`config.mk`:
```
export PLATFORM = sky130hd
export DESIGN_NAME = lac_front
export DESIGN_NICKNAME = d
export VERILOG_FILES = /design/src/design/lac_pkg.sv /design/src/design/lac_front.sv
export SDC_FILE = /design/constraint.sdc
export NUM_CORES = 1
export LEC_CHECK = 0
export BUFFER_PORTS_ARGS = -buffer_cell sky130_fd_sc_hd__buf_2
export CAP_MARGIN = 0
export CORE_MARGIN = 5
export CORE_UTILIZATION = 25
export DETAILED_ROUTE_END_ITERATION = 8
export GPL_ROUTABILITY_DRIVEN = 1
export GPL_TIMING_DRIVEN = 0
export PLACE_DENSITY_LB_ADDON = 0.2
export REMOVE_ABC_BUFFERS = 1
export SLEW_MARGIN = 20
export SYNTH_ARGS = -nofsm -noshare
export SYNTH_HDL_FRONTEND = slang
export SYNTH_SLANG_ARGS = --single-unit
```
`constraint.sdc`:
```
create_clock -name clk -period 2.7 [get_ports clk]
set_clock_uncertainty 0.2 [all_clocks]
set_input_delay 0 -clock clk [delete_from_list [all_inputs] [get_ports clk]]
set_output_delay 0 -clock clk [all_outputs]
set_load 0.005 [all_outputs]
```
`src/design/lac_pkg.sv`:
```
// Shared types, constants and helper functions for the lazy admission cache policy.
// Used by every module of the block; it depends on nothing else.
package lac_pkg;

    localparam int REGULAR_ENTRIES = 1024;
    localparam int GHOST_ENTRIES   = 1024;
    localparam int BLOCK_BITS      = 32;

    localparam int R_IDX_W = $clog2(REGULAR_ENTRIES);
    localparam int G_IDX_W = $clog2(GHOST_ENTRIES);
    localparam int R_CNT_W = $clog2(REGULAR_ENTRIES + 1);
    localparam int G_CNT_W = $clog2(GHOST_ENTRIES + 1);

    localparam int CAP_W   = 11;
    localparam int SLOT_W  = 32;
    localparam int CFG_W   = 32;
    localparam int CFG_IDX_W = 2;

    localparam logic [CFG_IDX_W-1:0] CFG_REGULAR_CAP = 2'd0;
    localparam logic [CFG_IDX_W-1:0] CFG_GHOST_CAP   = 2'd1;
    localparam logic [CFG_IDX_W-1:0] CFG_SLOT_COUNT  = 2'd2;

    localparam logic REQ_WRITE = 1'b1;

    typedef enum logic [1:0] {
        OUT_HIT,
        OUT_GHOST,
        OUT_MISS
    } outcome_t;

    typedef enum logic [1:0] {
        ACC_NONE,
        ACC_READ,
        ACC_WRITE
    } access_t;

    // One queued access after classification.
    typedef struct packed {
        logic                  wr;
        logic [BLOCK_BITS-1:0] blk;
        logic                  last;
    } lac_item_t;

    typedef struct packed {
        outcome_t              outcome;
        access_t               ssd_access;
        logic [SLOT_W-1:0]     ssd_slot;
        access_t               backing_access;
        logic                  writeback_valid;
        logic [BLOCK_BITS-1:0] writeback_block;
        logic                  last_block;
    } lac_result_t;

    // Capacity as used by the lists: zero acts as one, and it never exceeds the storage.
    function automatic logic [R_CNT_W-1:0] reg_cap(input logic [CAP_W-1:0] cap);
        logic [R_CNT_W-1:0] res;
        if (cap == '0)
            res = R_CNT_W'(1);
        else if (32'(cap) > REGULAR_ENTRIES)
            res = R_CNT_W'(REGULAR_ENTRIES);
        else
            res = R_CNT_W'(cap);
        return res;
    endfunction

    function automatic logic [G_CNT_W-1:0] ghost_cap(input logic [CAP_W-1:0] cap);
        logic [G_CNT_W-1:0] res;
        if (cap == '0)
            res = G_CNT_W'(1);
        else if (32'(cap) > GHOST_ENTRIES)
            res = G_CNT_W'(GHOST_ENTRIES);
        else
            res = G_CNT_W'(cap);
        return res;
    endfunction

endpackage

```
`src/design/lac_front.sv`:
```
// Front end: accepts accesses, classifies them and holds them in a two-entry queue.
// Depends on lac_pkg for the item type.
module lac_front
    import lac_pkg::*;
(
    input  logic                  clk,
    input  logic                  rst_n,
    input  logic                  req_valid,
    output logic                  req_ready,
    input  logic                  req_type,
    input  logic [BLOCK_BITS-1:0] block_number,
    input  logic                  request_last,
    output logic                  head_valid,
    output lac_item_t             head,
    input  logic                  pop
);

    lac_item_t  q_reg [2];
    logic       rd_ptr_reg;
    logic       wr_ptr_reg;
    logic [1:0] cnt_reg;
    logic       push;

    assign req_ready  = (cnt_reg != 2'd2);
    assign push       = req_valid && req_ready;
    assign head_valid = (cnt_reg != 2'd0);
    assign head       = q_reg[rd_ptr_reg];

    always_ff @(posedge clk)
    begin
        if (push)
        begin
            q_reg[wr_ptr_reg].wr   <= (req_type == REQ_WRITE);
            q_reg[wr_ptr_reg].blk  <= block_number;
            q_reg[wr_ptr_reg].last <= request_last;
        end
    end

    always_ff @(posedge clk or negedge rst_n)
    begin
        if (!rst_n)
        begin
            rd_ptr_reg <= 1'b0;
            wr_ptr_reg <= 1'b0;
            cnt_reg    <= 2'd0;
        end
        else
        begin
            if (push)
                wr_ptr_reg <= ~wr_ptr_reg;
            if (pop)
                rd_ptr_reg <= ~rd_ptr_reg;
            if (push && !pop)
                cnt_reg <= cnt_reg + 2'd1;
            else if (pop && !push)
                cnt_reg <= cnt_reg - 2'd1;
        end
    end

endmodule

```
==> tab_implementation.tex, run 1 <==
\begin{tabular}{lr}
\hline
Metric & Value \\
\hline
\multicolumn{2}{l}{\textbf{Routing}} \\
\quad Number of nets still failing antenna checks after routing & 0 \\
\quad Total number of vias & 1497 \\
\quad Detail-routed net length per standard cell & 13.3 um \\
\quad Final WL & 5180 um \\
\quad Number of vias per cell after detailed routing & 3.85 \\
\quad Post-route DRC & 0 \\
\quad DRC violation total after the first TritonRoute iteration & 49 \\
\quad Pre-antenna DRT Iters & 4 \\
\multicolumn{2}{l}{\textbf{Place}} \\
\quad Count of input and output buffers & 73 \\
\quad Dpl hpwl & 3320 um \\
\quad Placer's final routability congestion estimate & 0.642 \\
\quad Cell area reported after detailed placement & 0.00332 mm\^{}2 \\
\multicolumn{2}{l}{\textbf{GRT}} \\
\quad Gr ovfl total & 0 \\
\quad Maximum number of pins on one net before global-route repair & 36 \\
\quad Global routing met3 resource utilization & 2.98\% \\
\quad GRT Total Usage & 8.41\% \\
\quad Number of antenna violations at the first check in global routing & 0 \\
\quad Most Used Layer, Global Route & met2 \\
\quad Met2 Usage GRT & 13.9\% \\
\quad GR Layer Usage met1 & 9.98\% \\
\quad Wire length of the first global-routing pass & 8370 um \\
\quad Number of global-route vias before repair & 1687 \\
\multicolumn{2}{l}{\textbf{Synth}} \\
\quad Number of register bits inferred by synthesis & 72 \\
\quad Fraction of synthesized cell area in xor and xnor cells & 1.56\% \\
\quad Post-synthesis compound-gate area fraction & 0\% \\
\quad Fraction of the mapped netlist area in simple logic gates & 1.07\% \\
\quad Sequential fraction of the synthesis area & 76.5\% \\
\quad Warnings, synthesis & 0 \\
\quad Distinct cell type count after synthesis & 15 \\
\quad Post-synthesis share of cell area spent on full adders, half adders and majority gates & 0.447\% \\
\quad Number of cells produced by synthesis & 124 \\
\quad Largest family of logic cells by synthesized area & multiplexers \\
\quad Post-Synthesis Cell Area & 0.00280 mm\^{}2 \\
\quad Share of synthesized area spent on multiplexers & 17.6\% \\
\quad Mean instance size in the synthesized netlist & 22.6 um\^{}2 \\
\multicolumn{2}{l}{\textbf{CTS}} \\
\quad Worst-case clock buffer depth & 2 \\
\quad Number of buffers added to fix hold violations after cts & 38 \\
\quad CTS HTree Levels & 3 \\
\quad Number of clock sinks & 72 \\
\quad Resize count post-CTS & 0 \\
\quad CTS tree & yes \\
\quad Post-CTS setup-driven buffer insertion count & 0 \\
\quad Skew-Pair Late Insertion Delay & 0.34 ns \\
\quad Root buf cell & clkbuf\_8 \\
\quad Inserted Clock Buffers & 9 \\
\quad Clock-pin slew on the worst setup and hold paths & 0.09 ns \\
\multicolumn{2}{l}{\textbf{Timing}} \\
\quad Final worst hold slack & 0.180 ns \\
\quad Setup Viol. Count Final & 0 \\
\quad Minimum period implied by the final worst setup slack & 1.97 ns \\
\quad Maximum operating frequency & 0.507 GHz \\
\quad Unrepaired setup endpoints after global routing & false \\
\quad Slew Limit Fails & 0 \\
\quad Final hold violation count & 0 \\
\quad Worst relative slew slack & 54.3\% \\
\quad Worst Max-Slew Pin Slew & 0.685 ns \\
\quad Share of the clock period used by the worst path after layout & 73.1\% \\
\multicolumn{2}{l}{\textbf{Worst setup path}} \\
\quad Kind of launch point of the worst setup path & flip-flop \\
\quad CP max stage cell & dfrtp\_4 \\
\quad Category of the critical setup timing path & flip-flop to output port \\
\quad Peak fanout along the critical path & 35 \\
\quad Critical path cell sequence & mux2\_2 > buf\_2 \\
\quad Delay of the slowest cell on the worst path & 0.88 ns \\
\quad Reg-to-reg critical path startpoint & cnt\_reg[0] \\
\quad Arrival time of data at the critical path endpoint & 1.77 ns \\
\quad Start point of the critical path & rd\_ptr\_reg \\
\quad Worst EP required & 2.50 ns \\
\quad Largest delay contributor family on the critical path & flip-flops \\
\quad Buffering stage count on the worst path with inverters included & 1 \\
\quad Worst setup EP type & output port \\
\multicolumn{2}{l}{\textbf{Floorplan}} \\
\quad Number of placement rows & 38 \\
\quad Top Ports & 74 \\
\quad Die span in y & 116 um \\
\quad Effective utilization at floorplan & 25.7\% \\
\quad Area enclosed by the die boundary & 0.0134 mm\^{}2 \\
\quad Core Box Area & 0.0109 mm\^{}2 \\
\quad Horizontal die dimension & 116 um \\
\multicolumn{2}{l}{\textbf{Cells and area}} \\
\quad Post-route standard cell area excluding fillers & 0.00392 mm\^{}2 \\
\quad Synth-to-Final Area Change & 40.1\% \\
\quad Share of post-route cells with drive strength above 1 & 51.4\% \\
\quad End-of-flow core utilization & 36.0\% \\
\quad FF/Latch Area & 0.00215 mm\^{}2 \\
\quad Number of flip-flops under the largest register name & 68 \\
\quad Area of the multi-input gates & 587 um\^{}2 \\
\quad Diodes inserted & 0 \\
\quad Layout filler cell count & 1043 \\
\quad Final \#Nets & 283 \\
\multicolumn{2}{l}{\textbf{Hold path}} \\
\quad Worst Min Path Start & block\_number[5] \\
\quad Hold WC Path Type & primary input to flip-flop \\
\multicolumn{2}{l}{\textbf{Power}} \\
\quad Worst vdd ir & 0.000452 V \\
\quad Cell leakage power & 1.56 nW \\
\quad Pwr Total & 3.74 mW \\
\quad Power density cells & 954 mW/mm\^{}2 \\
\multicolumn{2}{l}{\textbf{Status}} \\
\quad Outcome & finished, final reports clean \\
\multicolumn{2}{l}{\textbf{Run}} \\
\quad Maximum capacitance violations & 0 \\
\hline
\end{tabular}
[path summary, 6_finish.rpt]
| check | slack [ns] | cells after the start | end |
|---|---|---|---|
| setup reg to reg | 0.83 | 4 | q_reg[0][32] |
| hold reg to reg | 0.29 | 1 | cnt_reg[1] |
| setup / recovery | 0.73 | 2 | head[31] |
| max in group asynchronous | 1.74 | 3 | rd_ptr_reg |
| hold / removal | 0.18 | 2 | q_reg[0][6] |
| min in group asynchronous | 0.36 | 3 | wr_ptr_reg |
[cell usage after synthesis]
master     n  area share [%]
dfrtp_1    4             3.6
mux2_2     5             2.0
mux2_4    29              16
xor2_1     3            0.94
inv_1      2            0.27
nor2_1     2            0.27
buf_6      1            0.40
edfxtp_1  68              73
or2_2      1            0.22
and3_1     1            0.22
buf_12     3             2.1
nand2b_1   1            0.22
ha_1       1            0.45
nand2_1    1            0.13
xnor2_1    2            0.63
[layout make-up]
type,instances,share of cell area (%)
timing repair buffer,113,20.0
tap,140,4.47
multi-input combinational,46,15.0
clock inverter,6,2.36
clock buffer,10,3.25
sequential,72,54.7
inverter,2,0.191
[power breakdown]
group / leakage [nW] / total [mW] / internal, mW / switching, mW
registers: 0.677 / 1.75 / 1.53 / 0.219
logic: 0.775 / 1.05 / 0.659 / 0.392
clock network: 0.103 / 0.941 / 0.525 / 0.415
[layout by cell type, fill, tap and decap left out, types with 2 or more instances in the layout]
cell,count
buf_12,2
buf_2,73
bufinv_16,2
clkbuf_8,9
clkinvlp_4,2
dfrtp_1,3
dlygate4sd3_1,38
edfxtp_1,68
inv_1,2
mux2_2,5
mux2_4,29
xnor2_1,2
xor2_1,3
[kinds of logic after synthesis]
family	Yosys count
flip-flops	72
multiplexers	34
buffers and inverters	6
AND/OR/NAND/NOR	6
XOR/XNOR	5
adder cells (fa/ha/maj)	1
[stage by stage]
| stage | TNS, ns | setup WS (ns) | instances |
|---|---|---|---|
| after floorplan | -0.409 | -0.0120 | 120 |
| after global placement | -38.71 | -1.14 | 333 |
| after detailed placement | 0 | 0.822 | 335 |
| after CTS | 0 | 0.652 | 389 |
| after global routing | 0 | 0.606 | 389 |
| final | 0 | 0.727 | 389 |
[routing by layer]
| layer | routed length [um] | vias to the layer above |
|---|---|---|
| li1 | - | 715 |
| met1 | 2200 | 729 |
| met2 | 2590 | 45 |
| met3 | 324 | 8 |
| met4 | 64 | 0 |
| met5 | 0 | - |
[worst reg2reg max path, stage by stage, from the launching register on]
cell and delay, ns:
dfrtp_1 0.41, nand2b_1 0.17, nand2_1 0.14, nor2_4 0.39, buf_12 0.25
No activity file was read; power rests on OpenSTA's default activity.
==> run 2: changes to the inputs <==
==> constraint.sdc (replaced) <==
create_clock -name clk -period 1.72 [get_ports clk]
set_clock_uncertainty 0.2 [all_clocks]
set_input_delay 0 -clock clk [delete_from_list [all_inputs] [get_ports clk]]
set_output_delay 0 -clock clk [all_outputs]
set_load 0.005 [all_outputs]
==> tab_implementation.tex, run 2 (synthesis results as in run 1) <==
\begin{tabular}{lr}
\hline
Metric & Value \\
\hline
\multicolumn{2}{l}{\textbf{Status}} \\
\quad Outcome & finished, final reports clean \\
\multicolumn{2}{l}{\textbf{Worst setup path}} \\
\quad FF-to-FF End & q\_reg[1][32] \\
\quad Reg-to-reg critical path startpoint & cnt\_reg[0] \\
\quad Start point of the critical path & rd\_ptr\_reg \\
\quad Worst R2R Path Depth & 3 (-1) \\
\quad Worst EP required & 1.52 ns (-0.98 ns) \\
\quad Slack of the worst reg-to-reg path & 0.06 ns (-0.77 ns) \\
\quad Kind of launch point of the worst setup path & flip-flop \\
\quad Peak fanout along the critical path & 17 (-51\%) \\
\quad Arrival time of data at the critical path endpoint & 1.47 ns (-0.30 ns) \\
\quad Worst setup EP type & output port \\
\quad Delay of the slowest cell on the worst path & 0.52 ns (-0.36 ns) \\
\quad Category of the critical setup timing path & flip-flop to output port \\
\quad Critical path cell sequence & buf\_12 > mux2\_4 > buf\_6 \\
\quad CP max stage cell & dfrtp\_4 \\
\multicolumn{2}{l}{\textbf{Floorplan}} \\
\quad Area enclosed by the die boundary & 0.0134 mm\^{}2 (unchanged) \\
\quad Effective utilization at floorplan & 25.7\% (unchanged) \\
\quad Die span in y & 116 um (unchanged) \\
\quad Horizontal die dimension & 116 um (unchanged) \\
\quad Core Box Area & 0.0109 mm\^{}2 (unchanged) \\
\quad Top Ports & 74 (unchanged) \\
\quad Number of placement rows & 38 (unchanged) \\
\multicolumn{2}{l}{\textbf{Hold path}} \\
\quad Hold Path Cell Cnt & 2 (unchanged) \\
\quad Worst Min Path Start & block\_number[5] \\
\quad Hold WC Path Type & primary input to flip-flop \\
\quad Worst Hold Endpoint & q\_reg[0][6] \\
\multicolumn{2}{l}{\textbf{Routing}} \\
\quad Pre-antenna DRT Iters & 3 (-1) \\
\quad Post-route DRC & 0 (unchanged) \\
\quad DRC violation total after the first TritonRoute iteration & 53 (+8.2\%) \\
\quad Final WL & 5380 um (+3.8\%) \\
\quad Number of vias per cell after detailed routing & 3.86 (+0.24\%) \\
\quad Detail-routed net length per standard cell & 13.7 um (+2.7\%) \\
\quad Number of nets still failing antenna checks after routing & 0 (unchanged) \\
\quad Total number of vias & 1516 (+1.3\%) \\
\multicolumn{2}{l}{\textbf{Timing}} \\
\quad Worst Max-Slew Pin Slew & 0.218 ns (-0.467 ns) \\
\quad Share of the clock period used by the worst path after layout & 97.1\% \\
\quad Final hold violation count & 0 (unchanged) \\
\quad Unrepaired setup endpoints after global routing & true \\
\quad PnR worst setup slack & 0.0493 ns (-0.678 ns) \\
\quad Setup Viol. Count Final & 0 (unchanged) \\
\quad Worst relative slew slack & 85.5\% (+31 points) \\
\quad Maximum operating frequency & 0.599 GHz \\
\quad Slew Limit Fails & 0 (unchanged) \\
\quad Minimum period implied by the final worst setup slack & 1.67 ns \\
\multicolumn{2}{l}{\textbf{CTS}} \\
\quad Clock-pin slew on the worst setup and hold paths & 0.08 ns (about the same) \\
\quad Number of clock sinks & 72 (unchanged) \\
\quad Worst-case clock buffer depth & 2 (unchanged) \\
\quad CTS tree & yes \\
\quad Root buf cell & clkbuf\_8 \\
\quad Skew-Pair Late Insertion Delay & 0.34 ns (about the same) \\
\quad Inserted Clock Buffers & 9 (unchanged) \\
\quad CTS HTree Levels & 3 (unchanged) \\
\multicolumn{2}{l}{\textbf{Run}} \\
\quad Maximum capacitance violations & 0 (unchanged) \\
\multicolumn{2}{l}{\textbf{Power}} \\
\quad Relative contribution of sequential cells to total power & 40.2\% (-6.6 points) \\
\quad Cell leakage power & 1.63 nW (+5.1\%) \\
\quad Switching power & 1.71 mW (+67\%) \\
\quad Relative contribution of combinational cells to total power & 36.6\% (+8.5 points) \\
\quad Net switching fraction of the power & 27.0\% (-0.46 points) \\
\quad Clock power frac & 23.2\% (-1.9 points) \\
\quad Pint & 4.63 mW (+70\%) \\
\quad Worst vdd ir & 0.000690 V (+53\%) \\
\quad Power density cells & 1540 mW/mm\^{}2 (+61\%) \\
\multicolumn{2}{l}{\textbf{GRT}} \\
\quad Gr ovfl total & 0 (unchanged) \\
\quad GRT Total Usage & 8.69\% (+0.29 points) \\
\quad Number of global-route vias before repair & 1727 (+2.4\%) \\
\quad Wire length of the first global-routing pass & 8600 um (+2.8\%) \\
\quad Maximum number of pins on one net before global-route repair & 24 (-33\%) \\
\quad Number of antenna violations at the first check in global routing & 0 (unchanged) \\
\multicolumn{2}{l}{\textbf{Place}} \\
\quad Dpl hpwl & 3320 um (unchanged) \\
\quad Placed Cells & 335 (unchanged) \\
\quad Placement Setup Slack & -0.158 ns (-0.980 ns) \\
\quad Count of input and output buffers & 73 (unchanged) \\
\quad Placer's final routability congestion estimate & 0.642 (unchanged) \\
\multicolumn{2}{l}{\textbf{Cells and area}} \\
\quad Synth-to-Final Area Change & 47.3\% \\
\quad Most common cell after layout, fill and taps aside & edfxtp\_1 \\
\quad Layout filler cell count & 1013 (-2.9\%) \\
\quad End-of-flow core utilization & 37.9\% (+1.9 points) \\
\quad Diodes inserted & 0 (unchanged) \\
\quad Top library cells by usage in the layout, fill and taps aside & edfxtp\_1 (68), buf\_2 (55), dlygate4sd3\_1 (38) \\
\quad Share of post-route cells with drive strength above 1 & 53.0\% (+1.6 points) \\
\quad Finished Layout Cells & 393 (+1.0\%) \\
\quad Area of the multi-input gates & 606 um\^{}2 (+3.2\%) \\
\quad Number of flip-flops under the largest register name & 68 (unchanged) \\
\quad FF/Latch Area & 0.00215 mm\^{}2 (unchanged) \\
\quad Final \#Nets & 287 (+1.4\%) \\
\hline
\end{tabular}
-- run 2: per-stage QoR --
stage | setup TNS [ns] | hold slack [ns] | total power [mW] | cell area, um^2
floorplan | -51.07 | -0.496 | 3.71 | 2730
global placement | -133.44 | -0.385 | 4.44 | 3270
detailed placement | -4.51 | -0.383 | 4.44 | 3320
CTS | 0 | 0.153 | 6.22 | 4000
global route | -0.278 | 0.148 | 6.73 | 4120
finish | 0 | 0.183 | 6.34 | 4120
-- run 2: repair_timing --
action | 4_1_cts | 5_1_grt
hold endpoints to repair | 87 | 0
hold buffers | 38 | 0
buffers inserted | 4 | 0
setup endpoints to repair | 81 | 45
pin swaps | 1 | 0
resized for setup | 3 | 20
-- run 2: worst max path at each step --
stage                     slack (ns)  cells past startpoint           end
after global routing           -0.02                      3      head[21]
after detailed placement       -0.16                      4  q_reg[0][32]
after floorplan                -0.99                      3   q_reg[0][0]
after CTS                      0.006                      3      head[12]
after global placement         -2.12                      3  q_reg[0][32]
final                           0.05                      3       head[5]
-- run 2: power by group through the flow --
stage | clock network [mW] | logic (mW) | registers (mW)
floorplan | 0 | 1.01 | 2.70
global placement | 0 | 1.63 | 2.81
detailed placement | 0 | 1.63 | 2.81
CTS | 1.55 | 2.13 | 2.55
global route | 1.63 | 2.51 | 2.59
finish | 1.47 | 2.32 | 2.55
-- run 2: cell type report --
class / instances / area share (%)
sequential: 72 / 52.0
timing repair buffer: 117 / 23.5
multi-input combinational: 46 / 14.7
tap: 140 / 4.25
clock buffer: 10 / 3.09
clock inverter: 6 / 2.25
inverter: 2 / 0.182
-- run 2: critical path: cells and delay by family, from the launching register on --
kind / cells / cell delay [ns]
buffers and inverters: 2 / 0.29
flip-flops: 1 / 0.52
multiplexers: 1 / 0.31
-- run 2: layer usage --
metal	routed length [um]	GRT usage, %	share of wire, %
met1	2220	10.1	41
met5	0	0	0
met4	63	3.71	1.2
met3	343	2.98	6.4
met2	2750	14.6	51
==> run 3: changes to the inputs <==
--- a/config.mk
+++ b/config.mk
@@ -7,7 +7,6 @@
 export LEC_CHECK = 0
 export BUFFER_PORTS_ARGS = -buffer_cell sky130_fd_sc_hd__buf_2
 export CAP_MARGIN = 0
-export CORE_MARGIN = 5
 export CORE_UTILIZATION = 25
 export DETAILED_ROUTE_END_ITERATION = 8
 export GPL_ROUTABILITY_DRIVEN = 1
==> tab_implementation.tex, run 3 (synthesis results as in run 1) <==
\begin{tabular}{lr}
\hline
Metric & Value \\
\hline
\multicolumn{2}{l}{\textbf{Worst setup path}} \\
\quad Arrival time of data at the critical path endpoint & 1.47 ns (about the same) \\
\quad Largest delay contributor family on the critical path & flip-flops \\
\quad Delay of the slowest cell on the worst path & 0.51 ns (about the same) \\
\quad Kind of launch point of the worst setup path & flip-flop \\
\quad Buffering stage count on the worst path with inverters included & 2 (unchanged) \\
\quad Peak fanout along the critical path & 17 (unchanged) \\
\quad CP max stage cell & dfrtp\_4 \\
\quad Worst EP required & 1.52 ns (about the same) \\
\quad Worst setup EP type & output port \\
\quad Category of the critical setup timing path & flip-flop to output port \\
\quad Critical path cell sequence & buf\_12 > mux2\_4 > buf\_6 \\
\multicolumn{2}{l}{\textbf{Cells and area}} \\
\quad Number of flip-flops under the largest register name & 68 (unchanged) \\
\quad Diodes inserted & 0 (unchanged) \\
\quad Finished Layout Cells & 396 (+0.76\%) \\
\quad Most common cell after layout, fill and taps aside & edfxtp\_1 \\
\quad Final \#Nets & 290 (+1.0\%) \\
\quad Top library cells by usage in the layout, fill and taps aside & edfxtp\_1 (68), buf\_2 (59), dlygate4sd3\_1 (38) \\
\quad Share of post-route cells with drive strength above 1 & 53.5\% (+0.55 points) \\
\quad Post-route standard cell area excluding fillers & 0.00409 mm\^{}2 (-0.88\%) \\
\quad Synth-to-Final Area Change & 46.0\% \\
\multicolumn{2}{l}{\textbf{Floorplan}} \\
\quad Effective utilization at floorplan & 25.7\% (unchanged) \\
\quad Horizontal die dimension & 108 um (-6.9\%) \\
\quad Number of placement rows & 38 (unchanged) \\
\quad Top Ports & 74 (unchanged) \\
\quad Die span in y & 108 um (-6.9\%) \\
\quad Core Box Area & 0.0109 mm\^{}2 (unchanged) \\
\quad Area enclosed by the die boundary & 0.0116 mm\^{}2 (-13\%) \\
\multicolumn{2}{l}{\textbf{Power}} \\
\quad Power density cells & 1510 mW/mm\^{}2 (-2.0\%) \\
\quad Worst vdd ir & 0.000785 V (+14\%) \\
\quad Cell leakage power & 1.63 nW (-0.49\%) \\
\quad Pwr Total & 6.16 mW (-2.9\%) \\
\multicolumn{2}{l}{\textbf{Place}} \\
\quad Placed Cells & 335 (unchanged) \\
\quad Count of input and output buffers & 73 (unchanged) \\
\quad Placer's final routability congestion estimate & 0.609 (-5.2\%) \\
\quad Dpl hpwl & 3060 um (-7.8\%) \\
\quad Cell area reported after detailed placement & 0.00332 mm\^{}2 (unchanged) \\
\multicolumn{2}{l}{\textbf{CTS}} \\
\quad CTS HTree Levels & 3 (unchanged) \\
\quad CTS tree & yes \\
\quad Inserted Clock Buffers & 9 (unchanged) \\
\quad Skew-Pair Late Insertion Delay & 0.34 ns (about the same) \\
\quad Number of clock sinks & 72 (unchanged) \\
\quad Root buf cell & clkbuf\_8 \\
\quad Worst-case clock buffer depth & 2 (unchanged) \\
\quad Clock-pin slew on the worst setup and hold paths & 0.08 ns (about the same) \\
\multicolumn{2}{l}{\textbf{Timing}} \\
\quad Worst relative slew slack & 84.7\% (-0.75 points) \\
\quad Unrepaired setup endpoints after global routing & true \\
\quad Worst Max-Slew Pin Slew & 0.229 ns (+0.0113 ns) \\
\quad Final hold violation count & 0 (unchanged) \\
\quad Maximum operating frequency & 0.598 GHz (-0.10\%) \\
\quad Slew Limit Fails & 0 (unchanged) \\
\quad Minimum period implied by the final worst setup slack & 1.67 ns (+0.00169 ns) \\
\quad Setup Viol. Count Final & 0 (unchanged) \\
\quad Share of the clock period used by the worst path after layout & 97.2\% (+0.098 points) \\
\multicolumn{2}{l}{\textbf{Routing}} \\
\quad Detail-routed net length per standard cell & 13.2 um (-3.8\%) \\
\quad Wl on met1 & 2370 um (+6.7\%) \\
\quad Final WL & 5220 um (-3.1\%) \\
\quad Met3 WL & 241 um (-30\%) \\
\quad Total number of vias & 1535 (+1.3\%) \\
\quad Number of nets still failing antenna checks after routing & 0 (unchanged) \\
\quad Number of vias per cell after detailed routing & 3.88 (+0.49\%) \\
\quad Routed wire length on met2 & 2450 um (-11\%) \\
\quad Top Layer Used & met4 \\
\quad Pre-antenna DRT Iters & 4 (+1) \\
\quad DRC violation total after the first TritonRoute iteration & 20 (-62\%) \\
\quad Post-route DRC & 0 (unchanged) \\
\multicolumn{2}{l}{\textbf{GRT}} \\
\quad Number of antenna violations at the first check in global routing & 0 (unchanged) \\
\quad Wire length of the first global-routing pass & 8110 um (-5.8\%) \\
\quad Gr ovfl total & 0 (unchanged) \\
\quad Number of global-route vias before repair & 1603 (-7.2\%) \\
\quad Maximum number of pins on one net before global-route repair & 23 (-4.2\%) \\
\quad GRT Total Usage & 9.74\% (+1.0 points) \\
\multicolumn{2}{l}{\textbf{Run}} \\
\quad Maximum capacitance violations & 0 (unchanged) \\
\multicolumn{2}{l}{\textbf{Hold path}} \\
\quad Hold WC Path Type & primary input to flip-flop \\
\multicolumn{2}{l}{\textbf{Status}} \\
\quad Outcome & finished, final reports clean \\
\hline
\end{tabular}
==> run 3: power by group <==
group	switching, mW	internal (mW)
Clock	0.633	0.669
Sequential	0.139	2.41
Combinational	0.926	1.38
Total	1.70	4.46
==> run 3: path summary, 6_finish.rpt <==
kind / slack (ns) / to / depth (start not counted) / start
setup reg to reg: 0.12 / q_reg[1][17] / 3 / cnt_reg[1]
max in group asynchronous: 0.74 / rd_ptr_reg / 3 / rst_n
hold / removal: 0.17 / q_reg[1][24] / 2 / block_number[23]
hold reg to reg: 0.35 / cnt_reg[1] / 1 / cnt_reg[1]
min in group asynchronous: 0.37 / wr_ptr_reg / 3 / rst_n
setup / recovery: 0.05 / head[5] / 3 / rd_ptr_reg
==> run 3: metal layers <==
metal  up-vias  track usage [%]
li1        730                -
met1       734             11.4
met2        58             15.1
met3        13             2.66
met4         0             7.44
met5         -                0
==> run 3: what timing repair did <==
| action | in CTS | in global routing |
|---|---|---|
| resized for setup | 2 | 15 |
| endpoints found under the setup margin | 91 | 37 |
| pin swaps | 1 | 0 |
| endpoints found under the hold margin | 88 | 0 |
| hold buffers | 38 | 0 |
| buffers inserted | 5 | 2 |
==> run 3: layout make-up <==
cell class	instances	area (um^2)
timing repair buffer	120	963
clock buffer	9	124
fill	1034	6800
inverter	2	7.51
tap	140	175
multi-input combinational	46	601
sequential	72	2150
clock inverter	7	71.3
==> run 3: worst register-to-register path, delay by kind of cell (launching register included) <==
family                 cells  cell delay (ns)
buffers and inverters      1             0.22
flip-flops                 1             0.43
AND/OR/NAND/NOR            2             0.43
==> run 3: metrics by stage <==
step	TNS, ns	worst slack (ns)	utilization [%]	hold WS (ns)
floorplan	-51.07	-0.992	-	-0.496
global placement	-136.59	-2.15	30.0	-0.384
detailed placement	-5.22	-0.182	30.5	-0.384
CTS	0	0.00579	36.5	0.151
global route	-0.0464	-0.00918	37.5	0.157
finish	0	0.0476	37.5	0.174
